**src/hw/rtl/rfc_pkg.sv**
```systemverilog
// Reciprocal frequency counter: shared widths, register indexes and the
// request/response structs between the top level and the mul/div unit.
// No dependencies.
package rfc_pkg;

	localparam int DATA_W    = 32;
	localparam int FRAC_W    = 8;
	localparam int FREQ_W    = 40;
	localparam int PROD_W    = 2 * DATA_W;
	localparam int NUM_W     = PROD_W + FRAC_W;
	localparam int CFG_IDX_W = 1;
	localparam int MUL_STEPS = DATA_W;
	localparam int DIV_STEPS = NUM_W;
	localparam int STEP_W    = $clog2(NUM_W);

	localparam logic [DATA_W-1:0] EDGE_LIM   = {DATA_W{1'b1}};
	localparam logic [DATA_W-1:0] RESET_GATE = DATA_W'(100000000);
	localparam logic [DATA_W-1:0] RESET_RATE = DATA_W'(100000000);

	typedef enum logic [CFG_IDX_W-1:0] {
		CFG_GATE_TICKS = 1'b0,
		CFG_TICK_RATE  = 1'b1
	} cfg_idx_t;

	typedef struct packed {
		logic              start;
		logic [DATA_W-1:0] mcand;
		logic [DATA_W-1:0] mplier;
		logic [DATA_W-1:0] divisor;
	} rfc_req_t;

	typedef struct packed {
		logic              done;
		logic [FREQ_W-1:0] freq;
	} rfc_rsp_t;

endpackage

```
**src/hw/rtl/rfc_muldiv.sv**
```systemverilog
// Bit-serial multiply then restoring divide: freq = floor(mcand*mplier*256/divisor),
// saturated to FREQ_W bits. One bit per cycle in each phase.
// Depends on rfc_pkg.
module rfc_muldiv (
	input  logic              clk,
	input  logic              arst_n,
	input  rfc_pkg::rfc_req_t req,
	output rfc_pkg::rfc_rsp_t rsp
);
	import rfc_pkg::*;

	typedef enum logic [1:0] {
		U_IDLE,
		U_MUL,
		U_DIV
	} ustate_t;

	ustate_t             state_q;
	logic [DATA_W-1:0]   mcand_q;
	logic [DATA_W-1:0]   divisor_q;
	logic [NUM_W-1:0]    num_q;
	logic [DATA_W-1:0]   rem_q;
	logic [FREQ_W-1:0]   quo_q;
	logic                ovf_q;
	logic [STEP_W-1:0]   step_q;
	logic                done_q;
	logic [FREQ_W-1:0]   freq_q;

	logic [DATA_W:0]     mul_sum;
	logic [DATA_W:0]     rem2;
	logic [DATA_W:0]     rem_sub;
	logic                ge;
	logic                ovf_nx;

	assign mul_sum = {1'b0, num_q[NUM_W-1 -: DATA_W]}
		+ (num_q[FRAC_W] ? {1'b0, mcand_q} : {(DATA_W+1){1'b0}});
	assign rem2    = {rem_q, num_q[NUM_W-1]};
	assign rem_sub = rem2 - {1'b0, divisor_q};
	assign ge      = rem2 >= {1'b0, divisor_q};
	assign ovf_nx  = ovf_q | quo_q[FREQ_W-1];

	always_ff @(posedge clk or negedge arst_n) begin
		if (!arst_n) begin
			state_q   <= U_IDLE;
			mcand_q   <= '0;
			divisor_q <= '0;
			num_q     <= '0;
			rem_q     <= '0;
			quo_q     <= '0;
			ovf_q     <= 1'b0;
			step_q    <= '0;
			done_q    <= 1'b0;
			freq_q    <= '0;
		end else begin
			unique case (state_q)
				U_IDLE: begin
					done_q <= 1'b0;
					if (req.start) begin
						mcand_q   <= req.mcand;
						divisor_q <= req.divisor;
						num_q     <= {{DATA_W{1'b0}}, req.mplier, {FRAC_W{1'b0}}};
						rem_q     <= '0;
						quo_q     <= '0;
						ovf_q     <= 1'b0;
						step_q    <= '0;
						state_q   <= U_MUL;
					end
				end
				U_MUL: begin
					num_q <= {mul_sum, num_q[FRAC_W+DATA_W-1:FRAC_W+1], {FRAC_W{1'b0}}};
					if (step_q == STEP_W'(MUL_STEPS - 1)) begin
						step_q  <= '0;
						state_q <= U_DIV;
					end else begin
						step_q <= step_q + 1'b1;
					end
				end
				U_DIV: begin
					rem_q <= ge ? rem_sub[DATA_W-1:0] : rem2[DATA_W-1:0];
					num_q <= {num_q[NUM_W-2:0], 1'b0};
					quo_q <= {quo_q[FREQ_W-2:0], ge};
					ovf_q <= ovf_nx;
					if (step_q == STEP_W'(DIV_STEPS - 1)) begin
						freq_q  <= ovf_nx ? {FREQ_W{1'b1}} : {quo_q[FREQ_W-2:0], ge};
						done_q  <= 1'b1;
						step_q  <= '0;
						state_q <= U_IDLE;
					end else begin
						step_q <= step_q + 1'b1;
					end
				end
				default: begin
					state_q <= U_IDLE;
				end
			endcase
		end
	end

	assign rsp.done = done_q;
	assign rsp.freq = freq_q;

endmodule

```
**src/hw/rtl/reciprocal_frequency_counter.sv**
```systemverilog
// Reciprocal frequency counter top level: edge detection, gate timing,
// result sequencing and output register. Depends on rfc_pkg, rfc_muldiv.
//
// channel  dir  handshake         payload
// in       in   in_valid/in_stall pin_level
// out      out  out_valid/out_stall freq_q8, edge_total, span_ticks, valid_res
// cfg      in   cfg_we            cfg_index, cfg_data
//
// One pin sample per cycle while a gate runs.
// The sample that closes a gate holds in_stall while the result is formed: through the
// 32-step serial multiplier and 72-step serial divider when two or more edges were seen,
// through S_PREP and S_LOAD otherwise, longer while the previous word still waits for out_stall.
// A waiting result holds in the output register; new samples keep flowing.
// arst_n clears counters, state and the output word; registers take reset values.
module reciprocal_frequency_counter #(
	parameter int COUNT_WIDTH = 32
) (
	input  logic                        clk,
	input  logic                        arst_n,
	input  logic                        in_valid,
	output logic                        in_stall,
	input  logic                        pin_level,
	output logic                        out_valid,
	input  logic                        out_stall,
	output logic [rfc_pkg::FREQ_W-1:0]  freq_q8,
	output logic [rfc_pkg::DATA_W-1:0]  edge_total,
	output logic [rfc_pkg::DATA_W-1:0]  span_ticks,
	output logic                        valid_res,
	input  logic                        cfg_we,
	input  logic [rfc_pkg::CFG_IDX_W-1:0] cfg_index,
	input  logic [rfc_pkg::DATA_W-1:0]  cfg_data
);
	import rfc_pkg::*;

	localparam int EW = (COUNT_WIDTH > DATA_W) ? COUNT_WIDTH : DATA_W;

	typedef enum logic [1:0] {
		S_RUN,
		S_PREP,
		S_WAIT,
		S_LOAD
	} state_t;

	state_t                 state_q;
	logic [DATA_W-1:0]      gate_q;
	logic [DATA_W-1:0]      rate_q;
	logic                   prev_q;
	logic [DATA_W-1:0]      elapsed_q;
	logic [COUNT_WIDTH-1:0] count_q;
	logic [DATA_W-1:0]      first_q;
	logic [DATA_W-1:0]      last_q;

	logic [DATA_W-1:0]      res_edges_q;
	logic [DATA_W-1:0]      res_first_q;
	logic [DATA_W-1:0]      res_last_q;
	logic [DATA_W-1:0]      res_span_q;
	logic                   res_valid_q;
	logic [FREQ_W-1:0]      res_freq_q;

	logic                   out_valid_q;
	logic [FREQ_W-1:0]      out_freq_q;
	logic [DATA_W-1:0]      out_edges_q;
	logic [DATA_W-1:0]      out_span_q;
	logic                   out_res_valid_q;

	logic                   accept;
	logic                   fall;
	logic [COUNT_WIDTH-1:0] count_nx;
	logic [DATA_W-1:0]      first_nx;
	logic [DATA_W-1:0]      last_nx;
	logic [DATA_W-1:0]      elapsed_inc;
	logic [DATA_W-1:0]      gate_len;
	logic                   gate_end;
	logic [EW-1:0]          count_wide;
	logic [DATA_W-1:0]      edges_clip;
	logic                   prep_valid;
	logic [DATA_W-1:0]      prep_span;
	logic                   out_free;
	rfc_req_t               req;
	rfc_rsp_t               rsp;

	assign in_stall    = (state_q != S_RUN);
	assign accept      = in_valid && !in_stall;
	assign fall        = prev_q && !pin_level;
	assign count_nx    = (fall && !(&count_q)) ? count_q + 1'b1 : count_q;
	assign first_nx    = (fall && count_q == '0) ? elapsed_q : first_q;
	assign last_nx     = (fall && count_q != '0) ? elapsed_q : last_q;
	assign elapsed_inc = elapsed_q + 1'b1;
	assign gate_len    = (gate_q == '0) ? DATA_W'(1) : gate_q;
	assign gate_end    = (elapsed_inc == '0) || (elapsed_inc >= gate_len);
	assign count_wide  = EW'(count_nx);
	assign edges_clip  = (count_wide > EW'(EDGE_LIM)) ? EDGE_LIM : count_wide[DATA_W-1:0];

	assign prep_valid  = (res_edges_q >= DATA_W'(2)) && (res_last_q > res_first_q);
	assign prep_span   = res_last_q - res_first_q;
	assign out_free    = !out_valid_q || !out_stall;

	assign req.start   = (state_q == S_PREP) && prep_valid;
	assign req.mcand   = rate_q;
	assign req.mplier  = res_edges_q - 1'b1;
	assign req.divisor = prep_span;

	rfc_muldiv u_muldiv (
		.clk    (clk),
		.arst_n (arst_n),
		.req    (req),
		.rsp    (rsp)
	);

	always_ff @(posedge clk or negedge arst_n) begin
		if (!arst_n) begin
			gate_q <= RESET_GATE;
			rate_q <= RESET_RATE;
		end else if (cfg_we) begin
			unique case (cfg_idx_t'(cfg_index))
				CFG_GATE_TICKS: gate_q <= cfg_data;
				CFG_TICK_RATE:  rate_q <= cfg_data;
				default: begin
				end
			endcase
		end
	end

	always_ff @(posedge clk or negedge arst_n) begin
		if (!arst_n) begin
			prev_q    <= 1'b0;
			elapsed_q <= '0;
			count_q   <= '0;
			first_q   <= '0;
			last_q    <= '0;
		end else if (accept) begin
			prev_q <= pin_level;
			if (gate_end) begin
				elapsed_q <= '0;
				count_q   <= '0;
				first_q   <= '0;
				last_q    <= '0;
			end else begin
				elapsed_q <= elapsed_inc;
				count_q   <= count_nx;
				first_q   <= first_nx;
				last_q    <= last_nx;
			end
		end
	end

	always_ff @(posedge clk or negedge arst_n) begin
		if (!arst_n) begin
			state_q         <= S_RUN;
			res_edges_q     <= '0;
			res_first_q     <= '0;
			res_last_q      <= '0;
			res_span_q      <= '0;
			res_valid_q     <= 1'b0;
			res_freq_q      <= '0;
			out_valid_q     <= 1'b0;
			out_freq_q      <= '0;
			out_edges_q     <= '0;
			out_span_q      <= '0;
			out_res_valid_q <= 1'b0;
		end else begin
			unique case (state_q)
				S_RUN: begin
					if (accept && gate_end) begin
						res_edges_q <= edges_clip;
						res_first_q <= first_nx;
						res_last_q  <= last_nx;
						state_q     <= S_PREP;
					end
				end
				S_PREP: begin
					res_valid_q <= prep_valid;
					res_span_q  <= prep_valid ? prep_span : '0;
					res_freq_q  <= '0;
					state_q     <= prep_valid ? S_WAIT : S_LOAD;
				end
				S_WAIT: begin
					if (rsp.done) begin
						res_freq_q <= rsp.freq;
						state_q    <= S_LOAD;
					end
				end
				S_LOAD: begin
					if (out_free) begin
						state_q <= S_RUN;
					end
				end
				default: begin
					state_q <= S_RUN;
				end
			endcase

			if (state_q == S_LOAD && out_free) begin
				out_valid_q     <= 1'b1;
				out_freq_q      <= res_freq_q;
				out_edges_q     <= res_edges_q;
				out_span_q      <= res_span_q;
				out_res_valid_q <= res_valid_q;
			end else if (!out_stall) begin
				out_valid_q <= 1'b0;
			end
		end
	end

	assign out_valid  = out_valid_q;
	assign freq_q8    = out_freq_q;
	assign edge_total = out_edges_q;
	assign span_ticks = out_span_q;
	assign valid_res  = out_res_valid_q;

endmodule

```
**config.mk**
```make
export PLATFORM = sky130hd
export DESIGN_NAME = reciprocal_frequency_counter
export DESIGN_NICKNAME = d
export VERILOG_FILES = /design/src/hw/rtl/rfc_pkg.sv /design/src/hw/rtl/rfc_muldiv.sv /design/src/hw/rtl/reciprocal_frequency_counter.sv
export SDC_FILE = /design/constraint.sdc
export NUM_CORES = 1
export LEC_CHECK = 0
export ABC_AREA = 1
export BUFFER_PORTS_ARGS = -buffer_cell sky130_fd_sc_hd__buf_2
export CORE_MARGIN = 2
export CORE_UTILIZATION = 60
export DETAILED_ROUTE_END_ITERATION = 8
export PLACE_DENSITY = 0.75
export SKIP_LAST_GASP = 1
export SYNTH_ARGS = -nofsm -noshare
export SYNTH_HDL_FRONTEND = slang
export SYNTH_SLANG_ARGS = --single-unit
```
**constraint.sdc**
```tcl
create_clock -name clk -period 3.32 [get_ports clk]
set_input_delay 0.166 -clock clk [delete_from_list [all_inputs] [get_ports clk]]
set_output_delay 0.166 -clock clk [all_outputs]
set_load 0.02 [all_outputs]
```
Word level (Yosys, flattened, before mapping)

Index checks and enable logic that the tools add are counted.

Add/subtract/negate cells: 7
Order comparisons: 5
Equality and inequality tests: 14
Mux-type cells: 40
Bitwise gates (word level): 2
Reductions and logical operators: 38

Operators by type and width:

| operator                                                            | number |
|---|---|
| two-way mux 32 bit                                                  | 13 |
| one-hot mux 72 bit (3 select lines)                                 | 1 |
| one-hot mux 40 bit (2 select lines)                                 | 2 |
| two-way mux 40 bit                                                  | 3 |
| zero test 32 bit                                                    | 3 |
| two-way mux 72 bit                                                  | 1 |
| adder 32 x 1 -> 32 bit (second input constant)                      | 2 |
| one-hot mux 32 bit (2 select lines)                                 | 1 |
| subtractor 32 bit                                                   | 2 |
| adder 32 x 33 -> 33 bit                                             | 1 |
| greater-or-equal comparator 33 x 32 -> 1 bit                        | 1 |
| greater-or-equal comparator 32 x 2 -> 1 bit (second input constant) | 1 |
| greater-or-equal comparator 32 bit                                  | 1 |
| greater-than comparator 32 bit                                      | 1 |
| greater-than comparator 32 bit (second input constant)              | 1 |
| AND reduction 32 bit                                                | 1 |
| nonzero test 32 bit                                                 | 1 |
| subtractor 32 x 1 -> 32 bit (second input constant)                 | 1 |
| two-way mux 7 bit                                                   | 3 |
| one-hot mux 7 bit (3 select lines)                                  | 1 |
| AND reduction 2 bit                                                 | 9 |
| two-way mux 2 bit                                                   | 6 |
| logical AND 1 bit                                                   | 9 |
| != test 2 x 1 -> 1 bit (second input constant)                      | 4 |
| other kinds (18)                                                    | 37 |

Register bits after elaboration: 729
Input port bits: 39
Output and inout port bits: 107
Logic and storage cells: 135

Depth between registers and ports, before layout

Depth in word-level cells: 7
Depth in mapped cells: 26
Depth with buffers taken out: 24

Modules after synthesis

A second synthesis with hierarchy kept.

Cells, all modules: 5,088
Area, all modules: 39,287.7 um2

By module, submodules not included:

| module                       | instances | cells each | area each (um2) |
|---|---|---|---|
| reciprocal_frequency_counter | 1         | 2,863      | 23,558.8 |
| rfc_muldiv                   | 1         | 2,225      | 15,728.8 |

Worst setup path before layout

No wires, ideal clock.

Path type: reg2reg
From: reg elapsed_q[0]
To: reg elapsed_q[10]
Arrival time: 2.845 ns
Required time: 3.237 ns
Setup slack: 0.392 ns
Cell stages (with the launch flop): 24
Buffers on the path: 2
Period minus slack after synthesis: 2.928 ns
Path through: dfrtp_1 -> ha_1 -> nand2_1 -> nor2_4 -> nand2_4 -> nor2_8 -> nand2_1 -> nand2_1 -> nand2_1 -> ha_1 -> nand2_1 -> inv_1 -> nand3_1 -> inv_1 -> a21oi_1 -> o21a_1 -> nand2_1 -> nor2_1 -> nand2_4 -> nor2_4 -> inv_2 -> buf_4 -> buf_4 -> o22ai_1

Cells in the longest elaborated chain, start to end: 4
Elaborated cells between the ends (all ways): 5
Those cells by class: 1 x add/sub; 1 x order compare; 1 x mux; 2 x reduce/logical

Ends and longest elaborated chain:

| element                                                                       | line                                | RTL |
|---|---|---|
| start: declaration                                                            | reciprocal_frequency_counter.sv:48  | `logic [DATA_W-1:0] elapsed_q;` |
| start signal: assignment                                                      | reciprocal_frequency_counter.sv:139 | `elapsed_q <= elapsed_inc;` |
| adder 32 x 1 -> 32 bit *                                                      | reciprocal_frequency_counter.sv:88  | `assign elapsed_inc = elapsed_q + 1'b1;` |
| greater-or-equal comparator 32 bit / zero test 32 bit (equally long branches) | reciprocal_frequency_counter.sv:90  | `assign gate_end = (elapsed_inc == '0) \|\| (elapsed_inc >= gate_len);` |
| logical OR 1 bit                                                              | reciprocal_frequency_counter.sv:90  |  |
| two-way mux 32 bit *                                                          | reciprocal_frequency_counter.sv:133 | `if (gate_end) begin` |

Every way passes the cells marked *; elsewhere a longest branch is shown, timed or not.
A chain may end at the register's enable or synchronous reset.

Worst setup path after layout

From: reg elapsed_q[1]
To: reg elapsed_q[22]

The elaborated chain is that of the path after synthesis.

==> reports/summary.txt <==
Crit path from: elapsed_q[1]$_DFFE_PN0P_
Clock-pin transition on the worst setup and hold timing paths: 0.06 ns
Core box area: 62900 um2
Post-Syn Area per Cell: 7.91 um2
Worst relative slew slack: 0.486
CP cell instances: ha_4 > nand2_4 > nor2_4 > nand3_4 > o21ai_0 > nand2_1 > ha_1 > nand2_1 > o21ai_1 > a21oi_2 > o21a_1 > nand2_1 > nor2_2 > nand2_4 > nor2_4 > buf_12 > clkbuf_16 > nand2_1 > o21ai_0
Register-to-Register Path Depth: 19
Status: complete, but fails checks
Violated checks: negative setup slack
Avg WL per Cell: 17.7 um
CP max-delay cell: dfrtp_2
Maximum buffer depth of the clock tree: 3
CP max stage delay: 0.41 ns
DP HPWL: 72.1 mm
Fillers: 5014
Top-count cell post-synth: nand2_1
Share of flip-flops with an asynchronous set or reset: 1.00
Int Power: 21.3 mW
Setup CP Type: flip-flop to flip-flop
Routed Antenna Nets: 0
FP Rows: 92
GRT Util Overall: 0.311
Crit. End Element: flip-flop
Mapped Area: 38000 um2
Die Y: 256 um
Yosys top cell area share: 0.459
Top FF cell, synth: dfrtp_1
Inserted Clock Buffers: 76
Sw Share: 0.425
Leak pwr: 21.5 nW
Critical Path AT: 3.92 ns
Post-route clock period utilization: 1.01
First-pass GRT wire length: 166 mm
CP most frequent cell: nand2_1
Nets: 5185
Total Power: 37.0 mW
Final setup margin: -0.0490 ns
EDFF count, synth: 0
Post-synth net total: 4986
Pin count of the biggest net entering global routing: 104
Post-synthesis sequential area ratio: 0.476
Total I/O pin count: 146
Synth top area cells: dfrtp_1 46%, nand2_1 13%, o21ai_0 7.2%, inv_1 6.3%, ha_1 4.7%
Root buffer cell: clkbuf_16
Slew Viols, Final: 0
P_sw: 15.7 mW
Setup_tns: -0.474 ns
Worst Path Required: 3.87 ns
Vias in the first global route: 31800
Vias per Instance: 5.63
Slew @ Worst Pin: 0.764 ns
Max Cap Viol: 0
Full die area: 65300 um2
Share of post-route cells with drive strength above 1: 0.119
Final hold vios: 0
Drc violations: 0
Initial Util: 0.604
CTS tree: yes
Initial antenna violation count: 3
Power per cell area: 841 nW/um2
Fmax: 0.297 GHz
Clk pwr share: 0.245
Worst R2R Setup Slack: -0.05 ns
Dominant cell type by area after synthesis: dfrtp_1
Reg power frac: 0.328
Congestion Overflow GR: 0
Initial DRC Count: 2900
RSZ-0062 raised after global routing: true
Pre-CTS setup slack: -0.0364 ns
#FFs+latches synth: 721
Minimum clock period: 3.37 ns
Clock Sinks: 721
Later-pin clock latency in the skew report: 0.65 ns
Skew final: 0.0283 ns
Warnings, synthesis: 0
Worst setup SP type: flip-flop
R2R Path End: elapsed_q[22]$_DFFE_PN0P_
Die X: 256 um
Max FO, Critical Path: 6
IO Port Bufs: 145
Post-synth top cells: 1288 x nand2_1, 697 x dfrtp_1, 635 x inv_1
Netlist cell types: 50
Gpl congestion: 0.955
Crit path buffers/inverters: 2
Worst hold path class: primary input to async pin
H-tree depth: 3
Peak VDD IR: 0.485 mV
Setup-failing EPs final: 28
Cell family contributing the most delay on the critical path: simple AND/OR/NAND/NOR gates
Post-Syn Instances: 4801
Vias: 33300
Synthesis-to-finish area growth: 15.9%
Part of the power in combinational logic: 0.427
Routed WL: 105 mm
FF-to-FF Start: elapsed_q[1]$_DFFE_PN0P_
First-pass detailed-route iteration total: 6
==> logic make-up after synthesis <==
family                     Yosys count  share of synthesized area
DFF                                721                      0.476
AOI/OAI and AO/OA                 1119                      0.163
adders and majority gates          146                     0.0487
buffers and inverters              827                     0.0860
muxes                               11                    0.00326
and+or+nand+nor                   1878                      0.200
xor gates and xnor gates            99                     0.0230
==> flip-flops by register name, summed over array words and instances, names as in the netlist, 7 cells and up <==
| register | cells |
|---|---|
| u_muldiv.num_q | 64 |
| freq_q8 | 40 |
| res_freq_q | 40 |
| u_muldiv.freq_q | 40 |
| u_muldiv.quo_q | 40 |
| count_q | 32 |
| edge_total | 32 |
| elapsed_q | 32 |
| first_q | 32 |
| gate_q | 32 |
| last_q | 32 |
| rate_q | 32 |
| res_edges_q | 32 |
| res_first_q | 32 |
| res_last_q | 32 |
| res_span_q | 32 |
| span_ticks | 32 |
| u_muldiv.divisor_q | 32 |
| u_muldiv.mcand_q | 32 |
| u_muldiv.rem_q | 32 |
| u_muldiv.step_q | 7 |
==> metal layers <==
layer	vias to the layer above	wire (um)	track usage
met4	2	4090	0.112
li1	16000	-	-
met1	15900	46200	0.439
met2	1141	47500	0.487
met3	263	6910	0.0531
met5	-	11	0
==> area by class of cell <==
class	instances	area (um2)	share of cell area
Antenna cell	2	5.00	0.000114
Sequential cell	721	18100	0.411
Timing Repair Buffer	305	2470	0.0561
Inverter	641	2420	0.0550
Clock inverter	37	541	0.0123
Multi-Input combinational cell	3255	17300	0.392
Clock buffer	105	2170	0.0493
Tap cell	846	1060	0.0241
==> how the worst max path moves through the flow <==
stage                                  end  slack (ns)  cells past startpoint
6_report         elapsed_q[22]$_DFFE_PN0P_       -0.05                     19
2_1_floorplan    elapsed_q[10]$_DFFE_PN0P_        0.39                     23
4_1_cts             first_q[6]$_DFFE_PN0P_        0.02                     20
5_1_grt            count_q[28]$_DFFE_PN0P_       -0.17                     21
3_3_place_gp   res_edges_q[31]$_DFFE_PN0P_        0.08                     23
3_5_place_dp   res_edges_q[31]$_DFFE_PN0P_       -0.04                     20
==> power groups by stage <==
| stage | clock (mW) | combinational (mW) | sequential [mW] |
|---|---|---|---|
| after floorplan | 0 | 9.78 | 12.1 |
| after CTS | 9.18 | 14.8 | 12.1 |
| final | 9.08 | 15.8 | 12.1 |
| after detailed placement | 0 | 14.6 | 12.2 |
| after global placement | 0 | 14.3 | 12.1 |
| after global routing | 9.55 | 17.5 | 12.3 |
==> per-stage QoR <==
step / cell area (um2) / std cells / utilization / hold slack [ns]
after floorplan: 38000 / 4801 / - / -0.130
after global placement: 39900 / 5700 / 0.635 / 0.206
after detailed placement: 39900 / 5700 / 0.635 / 0.204
after CTS: 43000 / 5878 / 0.684 / 0.0979
after global routing: 44000 / 5911 / 0.700 / 0.136
final: 44000 / 5912 / 0.700 / 0.110
==> timing repair <==
item,4_1_cts,5_1_grt
setup buffers,0,21
cloned,1,11
hold endpoints to repair,125,0
pin swaps,1,32
resized for setup,3,161
setup endpoints to repair,12,309
hold buffers,35,0
==> layout by cell type, fill, tap and decap left out, types with 14 or more instances in the layout <==
master         netlist  layout
nor3_1              53      51
inv_1              635     630
clkbuf_8             0      16
xor2_1              74      70
xnor2_1             24      24
o22ai_1            162     153
nand3_1            118     111
buf_4                4      87
buf_2               40     144
o221ai_1            15      15
a22oi_1             52      52
nand4_1             27      27
nand2_2              2      27
a21oi_1            211     205
nor2_1             327     314
dfstp_2             24      24
ha_1               143     130
nor4_1              29      27
nor2_4               4      14
clkbuf_16            0      82
o21ai_2             27      35
o21ai_0            543     515
dfrtp_1            697     688
dlygate4sd3_1        0      35
o21ai_1             61      80
buf_12               0      25
nand2_1           1288    1259
Note: power is estimated with default switching activity, not from simulation.
